==> config.mk <==
export PLATFORM = sky130hd
export DESIGN_NAME = line_box_blur
export DESIGN_NICKNAME = d
export VERILOG_FILES = /design/src/sv/lbb_pkg.sv /design/src/sv/line_box_blur.sv /design/src/sv/lbb_ctrl.sv /design/src/sv/lbb_dp.sv
export SDC_FILE = /design/constraint.sdc
export NUM_CORES = 1
export LEC_CHECK = 0
export ABC_AREA = 1
export ABC_CLOCK_PERIOD_IN_PS = 5600
export BUFFER_PORTS_ARGS = -buffer_cell sky130_fd_sc_hd__buf_2
export CAP_MARGIN = 25
export CORE_ASPECT_RATIO = 1.4
export CORE_MARGIN = 5
export CORE_UTILIZATION = 57
export DETAILED_ROUTE_END_ITERATION = 16
export PLACE_DENSITY = 0.84
export SYNTH_ARGS = -nofsm -noshare
export SYNTH_HDL_FRONTEND = slang
export SYNTH_SLANG_ARGS = --single-unit
==> constraint.sdc <==
create_clock -name clk -period 5.6 [get_ports clk]
set_clock_uncertainty 0.1 [all_clocks]
set_input_delay 1.12 -clock clk [delete_from_list [all_inputs] [get_ports clk]]
set_output_delay 1.12 -clock clk [all_outputs]
set_load 0.01 [all_outputs]
==> src/sv/lbb_pkg.sv <==
// ============================================================================
// lbb_pkg: shared definitions for the line box blur
// Widths, reset values and the command/status bundles that pass between
// the controller and the datapath.
// ============================================================================
package lbb_pkg;

  localparam int PIX_W          = 8;   // pixel width
  localparam int WS_W           = 4;   // window size register width
  localparam int PAD_W          = 3;   // pad is at most seven
  localparam int TAP_W          = 4;   // tap counter, up to 2*pad
  localparam int SUM_W          = 12;  // fifteen pixels of 255
  localparam int SEEN_W         = 4;   // pixel count of the current line
  localparam int QBITS          = 8;   // quotient bits of the divider
  localparam int QCNT_W         = 3;   // divider step counter
  localparam int MAX_WINDOW_DEF = 15;  // default history depth

  localparam logic [WS_W-1:0]   WS_RESET = 4'd3;
  localparam logic [SEEN_W-1:0] PIX_SAT  = 4'd15;

  // Commands from the controller to the datapath.
  typedef struct packed {
    logic load;      // input transaction accepted this cycle
    logic acc_step;  // add one window tap into the sum
    logic div_step;  // one restoring division step
    logic push;      // move the quotient into the output register
    logic next_out;  // step to the next centre and restart the sum
  } cmd_t;

  // Status from the datapath to the controller.
  typedef struct packed {
    logic emit_first;  // the arriving pixel releases at least one output
    logic taps_done;   // the current tap is the last of the window
    logic div_done;    // the current division step is the last
    logic more_out;    // further outputs remain for this pixel
    logic out_free;    // the output register can take a new result
  } sts_t;

endpackage

==> src/sv/line_box_blur.sv <==
// ============================================================================
// line_box_blur: one-dimensional box blur over a line of 8-bit pixels
// Odd-window moving average with edge replication at both line ends.
// ============================================================================
// Usage:
//   Pixels enter on the slave stream (s_tdata pixel, s_tlast marks the last
//   pixel of a line); blurred pixels leave on the master stream, m_tlast on
//   the final output of the line. The user must write the window size over
//   cfg_wen/cfg_wdata only while the block is idle, which it does not enforce.
//   The output for position k is released by the transaction that carries
//   pixel k+pad, with pad = window_size/2; the last pixel releases all
//   outputs still pending for the line, up to pad+1 of them.
//   Each output is produced sequentially: the window is summed through the
//   shared accumulator, the sum is divided in the restoring divider and the
//   quotient is moved into the output register. A pixel that releases no
//   output is done once it is accepted. One pixel is worked on at a time;
//   s_tready is high only while the controller waits for input.
//   The output register separates the two streams: while a result waits
//   for m_tready the block still accepts and processes the next pixel, and
//   stalls only when a new result needs the occupied register.
//   Reset (rst, synchronous) clears the history to zeros, the line position,
//   the output valid, and sets the window size to 3.
// ============================================================================
module line_box_blur #(
  parameter int MAX_WINDOW = lbb_pkg::MAX_WINDOW_DEF
) (
  input  logic                      clk,
  input  logic                      rst,
  input  logic                      cfg_wen,
  input  logic [lbb_pkg::WS_W-1:0]  cfg_wdata,   // window_size
  input  logic                      s_tvalid,
  output logic                      s_tready,
  input  logic [lbb_pkg::PIX_W-1:0] s_tdata,     // pixel_in
  input  logic                      s_tlast,     // line_end
  output logic                      m_tvalid,
  input  logic                      m_tready,
  output logic [lbb_pkg::PIX_W-1:0] m_tdata,     // pixel_out
  output logic                      m_tlast      // last_out
);

  lbb_pkg::cmd_t cmd;
  lbb_pkg::sts_t sts;

  // The controller only sequences; all arithmetic and storage sit in the
  // datapath.
  lbb_ctrl u_ctrl (
    .clk      (clk),
    .rst      (rst),
    .s_tvalid (s_tvalid),
    .s_tready (s_tready),
    .sts      (sts),
    .cmd      (cmd)
  );

  lbb_dp #(
    .MAX_WINDOW (MAX_WINDOW)
  ) u_dp (
    .clk       (clk),
    .rst       (rst),
    .cfg_wen   (cfg_wen),
    .cfg_wdata (cfg_wdata),
    .s_tdata   (s_tdata),
    .s_tlast   (s_tlast),
    .m_tvalid  (m_tvalid),
    .m_tready  (m_tready),
    .m_tdata   (m_tdata),
    .m_tlast   (m_tlast),
    .cmd       (cmd),
    .sts       (sts)
  );

endmodule

==> src/sv/lbb_ctrl.sv <==
// ============================================================================
// lbb_ctrl: sequencing for the line box blur
// Accepts one pixel at a time and walks each output through window
// accumulation, division and hand-off to the output register.
// ============================================================================
module lbb_ctrl (
  input  logic          clk,
  input  logic          rst,
  input  logic          s_tvalid,
  output logic          s_tready,
  input  lbb_pkg::sts_t sts,
  output lbb_pkg::cmd_t cmd
);

  typedef enum logic [3:0] {
    ST_IDLE = 4'b0001,
    ST_ACC  = 4'b0010,
    ST_DIV  = 4'b0100,
    ST_PUSH = 4'b1000
  } state_t;

  state_t state;
  state_t state_next;

  always_ff @(posedge clk) begin
    if (rst) begin
      state <= ST_IDLE;
    end else begin
      state <= state_next;
    end
  end

  always_comb begin
    state_next = state;
    cmd        = '0;
    s_tready   = 1'b0;
    unique case (state)
      ST_IDLE: begin
        s_tready = 1'b1;
        if (s_tvalid) begin
          cmd.load = 1'b1;
          if (sts.emit_first) begin
            state_next = ST_ACC;
          end
        end
      end
      ST_ACC: begin
        cmd.acc_step = 1'b1;
        if (sts.taps_done) begin
          state_next = ST_DIV;
        end
      end
      ST_DIV: begin
        cmd.div_step = 1'b1;
        if (sts.div_done) begin
          state_next = ST_PUSH;
        end
      end
      ST_PUSH: begin
        if (sts.out_free) begin
          cmd.push = 1'b1;
          if (sts.more_out) begin
            cmd.next_out = 1'b1;
            state_next   = ST_ACC;
          end else begin
            state_next = ST_IDLE;
          end
        end
      end
      default: begin
        state_next = ST_IDLE;
      end
    endcase
  end

endmodule

==> src/sv/lbb_dp.sv <==
// ============================================================================
// lbb_dp: datapath of the line box blur
// Pixel history, line position, window accumulator, restoring divider,
// output register and the window size register.
// ============================================================================
module lbb_dp #(
  parameter int MAX_WINDOW = lbb_pkg::MAX_WINDOW_DEF
) (
  input  logic                      clk,
  input  logic                      rst,
  input  logic                      cfg_wen,
  input  logic [lbb_pkg::WS_W-1:0]  cfg_wdata,
  input  logic [lbb_pkg::PIX_W-1:0] s_tdata,
  input  logic                      s_tlast,
  output logic                      m_tvalid,
  input  logic                      m_tready,
  output logic [lbb_pkg::PIX_W-1:0] m_tdata,
  output logic                      m_tlast,
  input  lbb_pkg::cmd_t             cmd,
  output lbb_pkg::sts_t             sts
);

  localparam int HW      = $clog2(MAX_WINDOW);
  localparam int PAD_LIM = (MAX_WINDOW - 1) / 2;
  localparam logic [4:0] LAST_TAP = 5'(MAX_WINDOW - 1);

  logic [lbb_pkg::WS_W-1:0]   window_size;
  logic [lbb_pkg::PIX_W-1:0]  hist [MAX_WINDOW];
  logic [lbb_pkg::SEEN_W-1:0] pixels_seen;
  logic [lbb_pkg::SEEN_W-1:0] idx;
  logic [lbb_pkg::PAD_W-1:0]  pad;
  logic [lbb_pkg::PAD_W-1:0]  centre;
  logic                       last_line;
  logic [lbb_pkg::TAP_W-1:0]  tap;
  logic [lbb_pkg::SUM_W-1:0]  sum;
  logic [lbb_pkg::QBITS-1:0]  quot;
  logic [lbb_pkg::QCNT_W-1:0] qcnt;

  logic [lbb_pkg::PAD_W-1:0]  ws_half;
  logic [lbb_pkg::PAD_W-1:0]  pad_cur;
  logic [lbb_pkg::PAD_W-1:0]  centre_init;
  logic [5:0]                 dd;
  logic [4:0]                 dpos;
  logic [4:0]                 dsel;
  logic [lbb_pkg::PIX_W-1:0]  tap_pix;
  logic [lbb_pkg::TAP_W-1:0]  tap_end;
  logic [lbb_pkg::WS_W-1:0]   divisor;
  logic [lbb_pkg::SUM_W-1:0]  div_sub;
  logic                       div_ge;

  // Window size register.
  always_ff @(posedge clk) begin
    if (rst) begin
      window_size <= lbb_pkg::WS_RESET;
    end else if (cfg_wen) begin
      window_size <= cfg_wdata;
    end
  end

  // Pad of the current window, limited by the history depth.
  always_comb begin
    ws_half = window_size[lbb_pkg::WS_W-1:1];
    if (int'(ws_half) > PAD_LIM) begin
      pad_cur = lbb_pkg::PAD_W'(PAD_LIM);
    end else begin
      pad_cur = ws_half;
    end
    if (s_tlast && (pixels_seen < {1'b0, pad_cur})) begin
      centre_init = pixels_seen[lbb_pkg::PAD_W-1:0];
    end else begin
      centre_init = pad_cur;
    end
  end

  // Tap offset from the newest pixel, clamped to both line ends and to the
  // depth of the history.
  always_comb begin
    dd   = {3'b000, centre} + {2'b00, tap} - {3'b000, pad};
    dpos = dd[5] ? 5'd0 : dd[4:0];
    if (dpos > {1'b0, idx}) begin
      dpos = {1'b0, idx};
    end
    dsel = (dpos > LAST_TAP) ? LAST_TAP : dpos;
    tap_pix = hist[dsel[HW-1:0]];
  end

  // Quotient bit qcnt is decided against the divisor shifted up by qcnt.
  assign tap_end = {pad, 1'b0};
  assign divisor = {pad, 1'b1};
  assign div_sub = lbb_pkg::SUM_W'({divisor, 7'd0}) >> (lbb_pkg::QBITS - 1 - int'(qcnt));
  assign div_ge  = (sum >= div_sub);

  // History shift line and line position.
  always_ff @(posedge clk) begin
    if (rst) begin
      pixels_seen <= '0;
      for (int i = 0; i < MAX_WINDOW; i++) begin
        hist[i] <= '0;
      end
    end else if (cmd.load) begin
      hist[0] <= s_tdata;
      for (int i = 1; i < MAX_WINDOW; i++) begin
        hist[i] <= hist[i-1];
      end
      if (s_tlast) begin
        pixels_seen <= '0;
      end else if (pixels_seen < lbb_pkg::PIX_SAT) begin
        pixels_seen <= pixels_seen + 1'b1;
      end
    end
  end

  // Per-item context, accumulator and divider. The sum register doubles as
  // the partial remainder while dividing.
  always_ff @(posedge clk) begin
    if (cmd.load) begin
      idx       <= pixels_seen;
      pad       <= pad_cur;
      centre    <= centre_init;
      last_line <= s_tlast;
    end else if (cmd.next_out) begin
      centre <= centre - 1'b1;
    end
    if (cmd.load || cmd.next_out) begin
      sum  <= '0;
      tap  <= '0;
      qcnt <= lbb_pkg::QCNT_W'(lbb_pkg::QBITS - 1);
    end else if (cmd.acc_step) begin
      sum <= sum + {4'd0, tap_pix};
      tap <= tap + 1'b1;
    end else if (cmd.div_step) begin
      if (div_ge) begin
        sum <= sum - div_sub;
      end
      quot <= {quot[lbb_pkg::QBITS-2:0], div_ge};
      qcnt <= qcnt - 1'b1;
    end
  end

  // Output register.
  always_ff @(posedge clk) begin
    if (rst) begin
      m_tvalid <= 1'b0;
    end else if (cmd.push) begin
      m_tvalid <= 1'b1;
    end else if (m_tready) begin
      m_tvalid <= 1'b0;
    end
  end

  always_ff @(posedge clk) begin
    if (cmd.push) begin
      m_tdata <= quot;
      m_tlast <= last_line && (centre == '0);
    end
  end

  assign sts.emit_first = s_tlast || ({1'b0, pad_cur} <= pixels_seen);
  assign sts.taps_done  = (tap == tap_end);
  assign sts.div_done   = (qcnt == '0);
  assign sts.more_out   = last_line && (centre != '0);
  assign sts.out_free   = !m_tvalid || m_tready;

`ifndef SYNTHESIS
  a_push_free: assert property (@(posedge clk) disable iff (rst)
    cmd.push |-> sts.out_free)
    else $error("result pushed over a pending output");

  a_tap_bound: assert property (@(posedge clk) disable iff (rst)
    cmd.acc_step |-> (tap <= tap_end))
    else $error("tap counter ran past the window");

  a_line_clear: assert property (@(posedge clk) disable iff (rst)
    cmd.load && s_tlast |=> (pixels_seen == '0))
    else $error("line position not cleared at end of line");

  a_seen_inc: assert property (@(posedge clk) disable iff (rst)
    cmd.load && !s_tlast && (pixels_seen < lbb_pkg::PIX_SAT)
      |=> (pixels_seen == $past(pixels_seen) + 1'b1))
    else $error("line position did not advance");
`endif

endmodule

== Yosys cells after proc, flatten, opt, wreduce, memory -nomap -nowiden ==
Memories as Yosys holds them, arrays and structs flattened.
Cells that the tools add are included.
Cells by class
  $add $sub $neg: 9
  $lt $le $gt $ge: 6
  eq/ne operators: 10
  shifts and indexed selects: 1
  multiplexer cells: 48
  bitwise logic cells: 17
  reduce and logical (&&, ||, !) cells: 20
Operators by type and width (number)
  $mux W8: 15
  $mux W12: 3
  $mux W4: 8
  $shr A11 B32 Y12: 1
  $pmux W4 S4: 1
  $or A1 B1 Y1: 15
  $mux W1: 13
  $add A12 B8 Y12: 1
  $ge A12 B12 Y1: 1
  $sub A12 B12 Y12: 1
  $mux W5: 2
  $ne A2 B2 Y1 const B: 5
  $reduce_bool A2 Y1: 5
  $mux W3: 3
  $add A4 B1 Y4 const B: 2
  $logic_not A3 Y1: 2
  $mux W2: 3
  $reduce_and A2 Y1: 3
  $sub A3 B1 Y3 const B: 2
  $sub A6 B3 Y6: 1
  $add A3 B4 Y5: 1
  $gt A5 B4 Y1: 1
  $gt A5 B4 Y1 const B: 1
  $reduce_and A5 Y1: 1
  15 further kinds: 20
Storage, ports and cells
  register bits after elaboration: 60
  bits in writable memories: 120
  bits of input ports: 18
  output and inout bits: 11
  memories: 1
Memory list
  u_dp.hist: words 15, width 8, read ports 15, clocked after memory_dff 0, write ports 15, line lbb_dp.sv:28  | logic [lbb_pkg::PIX_W-1:0] hist [MAX_WINDOW];

== Logic depth before layout (Yosys ltp) ==
An unclocked memory read counts as a cell.
  depth after elaboration: 10
  gate-level depth with buffers: 45
  gate-level depth less buffers: 44

== Hierarchy ==
From an unflattened synthesis, not the netlist that was laid out.
Unflattened totals
  cell total of the unflattened synthesis: 1213
  area, all modules: 9948.3 um^2
Modules (own cells, without submodules)
  lbb_dp: instances 1, cells each 1165, area each 9680.5 um^2
  lbb_ctrl: instances 1, cells each 48, area each 267.8 um^2

== Least setup slack after synthesis ==
No wires, ideal clock.
  path kind: register -> register
  start: register u_dp.centre[0] in the netlist's numbering
  end: register u_dp.sum[10] in the netlist's numbering
  setup time: 0.125 ns
  data arrival time: 5.298 ns
  data required time: 5.375 ns
  path slack: 0.077 ns
  stages on the path, launching flop included: 44
  buffers on the path: 2
  cell sequence: edfxtp_1 -> ha_1 -> fa_1 -> nand2_1 -> inv_1 -> nor2_1 -> ha_1 -> nand2_1 -> nor2_1 -> nor2_1 -> nand3_1 -> nor2_1 -> nor2_1 -> ha_1 -> nand2_1 -> nand2_1 -> nand2_1 -> nand3_1 -> [... 8 more ...] -> nand3_1 -> nand2_1 -> nand3_1 -> nand3_1 -> nand2_1 -> inv_1 -> ha_1 -> fa_1 -> a21oi_1 -> nor2_1 -> nor2_1 -> nor3_1 -> nor2_1 -> o21ai_0 -> nand2_1 -> nor3_1 -> o21ai_0 -> a31oi_1
Between the ends
  longest elaborated chain between the ends: 10
  elaborated cells between the ends (all ways): 16
  those cells by class: add/sub: 3; order compare: 2; mux: 7; reduce/logical: 3; memory: 1
RTL lines
  start, declared: line lbb_dp.sv:32  | logic [lbb_pkg::PAD_W-1:0] centre;
  start signal, assigned: line lbb_dp.sv:119  | centre <= centre_init;
  start signal, assigned: line lbb_dp.sv:122  | centre <= centre - 1'b1;
  $add A3 B4 Y5: line lbb_dp.sv:78  | dd = {3'b000, centre} + {2'b00, tap} - {3'b000, pad};
  $sub A6 B3 Y6: line lbb_dp.sv:78
  $mux W5: line lbb_dp.sv:79  | dpos = dd[5] ? 5'd0 : dd[4:0];
  $gt A5 B4 Y1: line lbb_dp.sv:80  | if (dpos > {1'b0, idx}) begin
  $mux W5: line lbb_dp.sv:80
  $gt A5 B4 Y1: line lbb_dp.sv:83  | dsel = (dpos > LAST_TAP) ? LAST_TAP : dpos;
  $mux W4: line lbb_dp.sv:83
  $mem_v2 Z15 W8
  $add A12 B8 Y12: line lbb_dp.sv:129  | sum <= sum + {4'd0, tap_pix};
  $mux W12: line lbb_dp.sv:128  | end else if (cmd.acc_step) begin
  end signal, assigned: line lbb_dp.sv:129
  end signal, assigned: line lbb_dp.sv:133  | sum <= sum - div_sub;
  end, declared: line lbb_dp.sv:35  | logic [lbb_pkg::SUM_W-1:0] sum;
Parallel ways exist; a longest one is shown, timed or not.
A chain may end at the register's enable or synchronous reset.

== Final worst setup path ==
Ends and elaborated chain as after synthesis.

==> summary.txt <==
Worst setup EP type -> flop
CTS tree -> built
Die X -> 121 microns
Core area -> 17200 sq um
Vias in the first global route -> 8588
Largest family of logic cells by synthesized area -> simple AND/OR/NAND/NOR gates
Setup slack after layout -> -0.363 ns
Cells after synthesis -> 1180
GRT Residual Overflow -> 0
Final Max Tran Viols -> 0
Post-synthesis simple-gate area fraction -> 0.219
Syn Std Cell Area -> 9860 sq um
Critical Path AT -> 6.24 ns
Critical Path Max Stage Delay -> 0.41 ns
Routed Antenna Nets -> 0
Most used cell, CP -> nor2_2
Max-cap violations -> 0
Class of the worst hold path -> flop to flop
Failing checks -> negative setup slack
Clock Path Buffers -> 2
Cell Rows -> 57
Initial antenna violation count -> 0
Synth Area in Compound Gates -> 0.0899
Worst slew pin tran -> 0.934 ns
Largest net degree at the start of global routing -> 71
DR iter-0 viols -> 703
Final hold slack -> 0.332 ns
XOR/XNOR Fraction of Synth Area -> 0.0115
Half-perimeter wire length after placement -> 15000 microns
Input/output buffers -> 27
Routed len/inst -> 16.4 microns
Relative slew slack -> 0.378
Clock slew at reported path FFs -> 0.07 ns
H-Tree Depth -> 4
Synthesized Nets -> 1241
Commonest non-fill, non-tap cell in the layout -> inv_1
RePlAce Congestion -> 0.880
Final setup fails -> 10
Status -> finished, violations left
Count of cell types in the netlist -> 39
Clk root buf -> clkbuf_16
Min cycle time layout -> 5.96 ns
Global-route usage over all layers -> 0.240
Critical Path Fanout Max -> 6
WL final -> 25100 microns
Synth Area in Adders -> 0.0576
Vias -> 8531
Final Net Count -> 1343
Area Growth Syn to Fin -> 22.0%
Unrepaired setup endpoints after global routing -> true
Achievable Freq -> 168 MHz
Final hold vios -> 0
N_diodes -> 0
DR vias/cell -> 5.57
Crit start category -> flop
Critical path type -> flop to flop
Sequential-to-total area share from yosys stat -> 0.513
DR DRC count -> 0
Synth Register Bits -> 179
Post-synthesis mux area share -> 0.00304
Die area -> 20100 sq um
Max stage delay cell, worst path -> edfxtp_1
CTS Sinks -> 179
Die H -> 166 microns
Fraction of layout cells with a size suffix above 1 -> 0.207
Worst EP required -> 5.87 ns
Synth warn -> 0
Drt pass-1 iters -> 6
First-pass GRT wire length -> 39000 microns
Starting density of the core -> 0.574
Clock latency at the later pin of the worst-skew pair -> 0.45 ns
Mean Syn Cell Area -> 8.36 sq um
Period utilization -> 1.06
CTS buffer count -> 17
Commonest cells after routing, fill and taps aside -> inv_1, nand2_1, nor2_1, edfxtp_1
# IOs -> 29
==> Yosys cell counts, drive strengths merged <==
| master | count | area [sq um] |
|---|---|---|
| xor2 | 10 | 87.6 |
| a211oi | 4 | 30.0 |
| buf | 25 | 159 |
| nor2 | 187 | 704 |
| o21ai | 58 | 294 |
| nor3 | 14 | 70.1 |
| dfxtp | 31 | 621 |
| ha | 39 | 488 |
| o31ai | 1 | 7.51 |
| edfxtp | 148 | 4440 |
| nand3b | 2 | 15.0 |
| o211ai | 10 | 75.1 |
| o41ai | 1 | 8.76 |
| nor4 | 2 | 12.5 |
| nand4 | 8 | 56.3 |
| nor3b | 1 | 7.51 |
| mux2i | 3 | 30.0 |
| fa | 4 | 80.1 |
| or2 | 3 | 18.8 |
| nand3 | 93 | 475 |
| o21bai | 2 | 15.0 |
| nand2 | 211 | 800 |
| a21oi | 78 | 413 |
| o22ai | 1 | 6.26 |
| inv | 218 | 818 |
| clkbuf | 17 | 63.8 |
| a31oi | 6 | 37.5 |
| xnor2 | 3 | 26.3 |
==> worst max-delay path: cells and delay by family (launching register included) <==
kind | cells | cell delay, ns
buf+inv | 9 | 0.84
flops | 1 | 0.41
simple gates | 22 | 2.29
compound gates | 5 | 0.89
fa+ha+maj | 5 | 1.35
==> per-layer routing <==
| layer | GRT usage | wire length, microns | up-vias |
|---|---|---|---|
| met4 | 0.131 | 1370 | 0 |
| met3 | 0.0460 | 1180 | 120 |
| met2 | 0.437 | 13300 | 349 |
| li1 | - | - | 4033 |
| met5 | 0 | 0 | - |
| met1 | 0.257 | 9270 | 4029 |
==> sequential cells by signal (all words and copies together) (netlist names), 4 cells and up <==
signal and count:
u_dp.hist 120, u_ctrl.state 4, u_dp.sum 12, u_dp.m_tdata 8, u_dp.quot 8, u_dp.idx 4
u_dp.pixels_seen 4, u_dp.tap 4
==> final cells by class <==
cell class              count  area (sq um)
fillers                  1156          5150
clock inverters            14           178
repair buffers            125          1010
flip-flops and latches    179          5060
well taps                 236           295
multi-input cells         741          4230
inverters                 218           826
clock buffers              18           429
==> stage by stage <==
stage	utilization	setup TNS (ns)	area, sq um	worst slack, ns	std cells
after floorplan	-	0	9860	0.0765	1180
after global placement	0.625	-0.519	10700	-0.214	1476
after CTS	0.677	-0.484	11600	-0.137	1524
after global routing	0.700	-5.12	12000	-0.752	1531
final	0.700	-2.16	12000	-0.363	1531
after detailed placement	0.625	-1.86	10700	-0.421	1476
==> final timing paths <==
path / start / end / slack, ns / cells after the start
min reg2reg: u_dp.quot[7] / u_dp.m_tdata[7] / 0.33 / 0
max reg2reg: u_dp.centre[0] / u_dp.sum[10] / -0.36 / 41
min: u_dp.quot[7] / u_dp.m_tdata[7] / 0.33 / 0
max: u_dp.centre[0] / u_dp.sum[10] / -0.36 / 41
==> logic make-up after synthesis <==
logic type / Yosys count
compound gates: 161
xor+xnor: 13
fa+ha+maj: 43
buf+inv: 260
flops: 179
mux: 3
simple gates: 521
==> what timing repair did <==
| item | 4_1_cts | 5_1_grt |
|---|---|---|
| setup buffers | 16 | 7 |
| endpoints found under the setup margin | 9 | 10 |
| hold buffers | 0 | 0 |
| pin swaps | 18 | 35 |
| resized for setup | 55 | 78 |
Power is not shown: default switching activity piles up to over one toggle a cycle in this logic, so the estimate is an artifact.
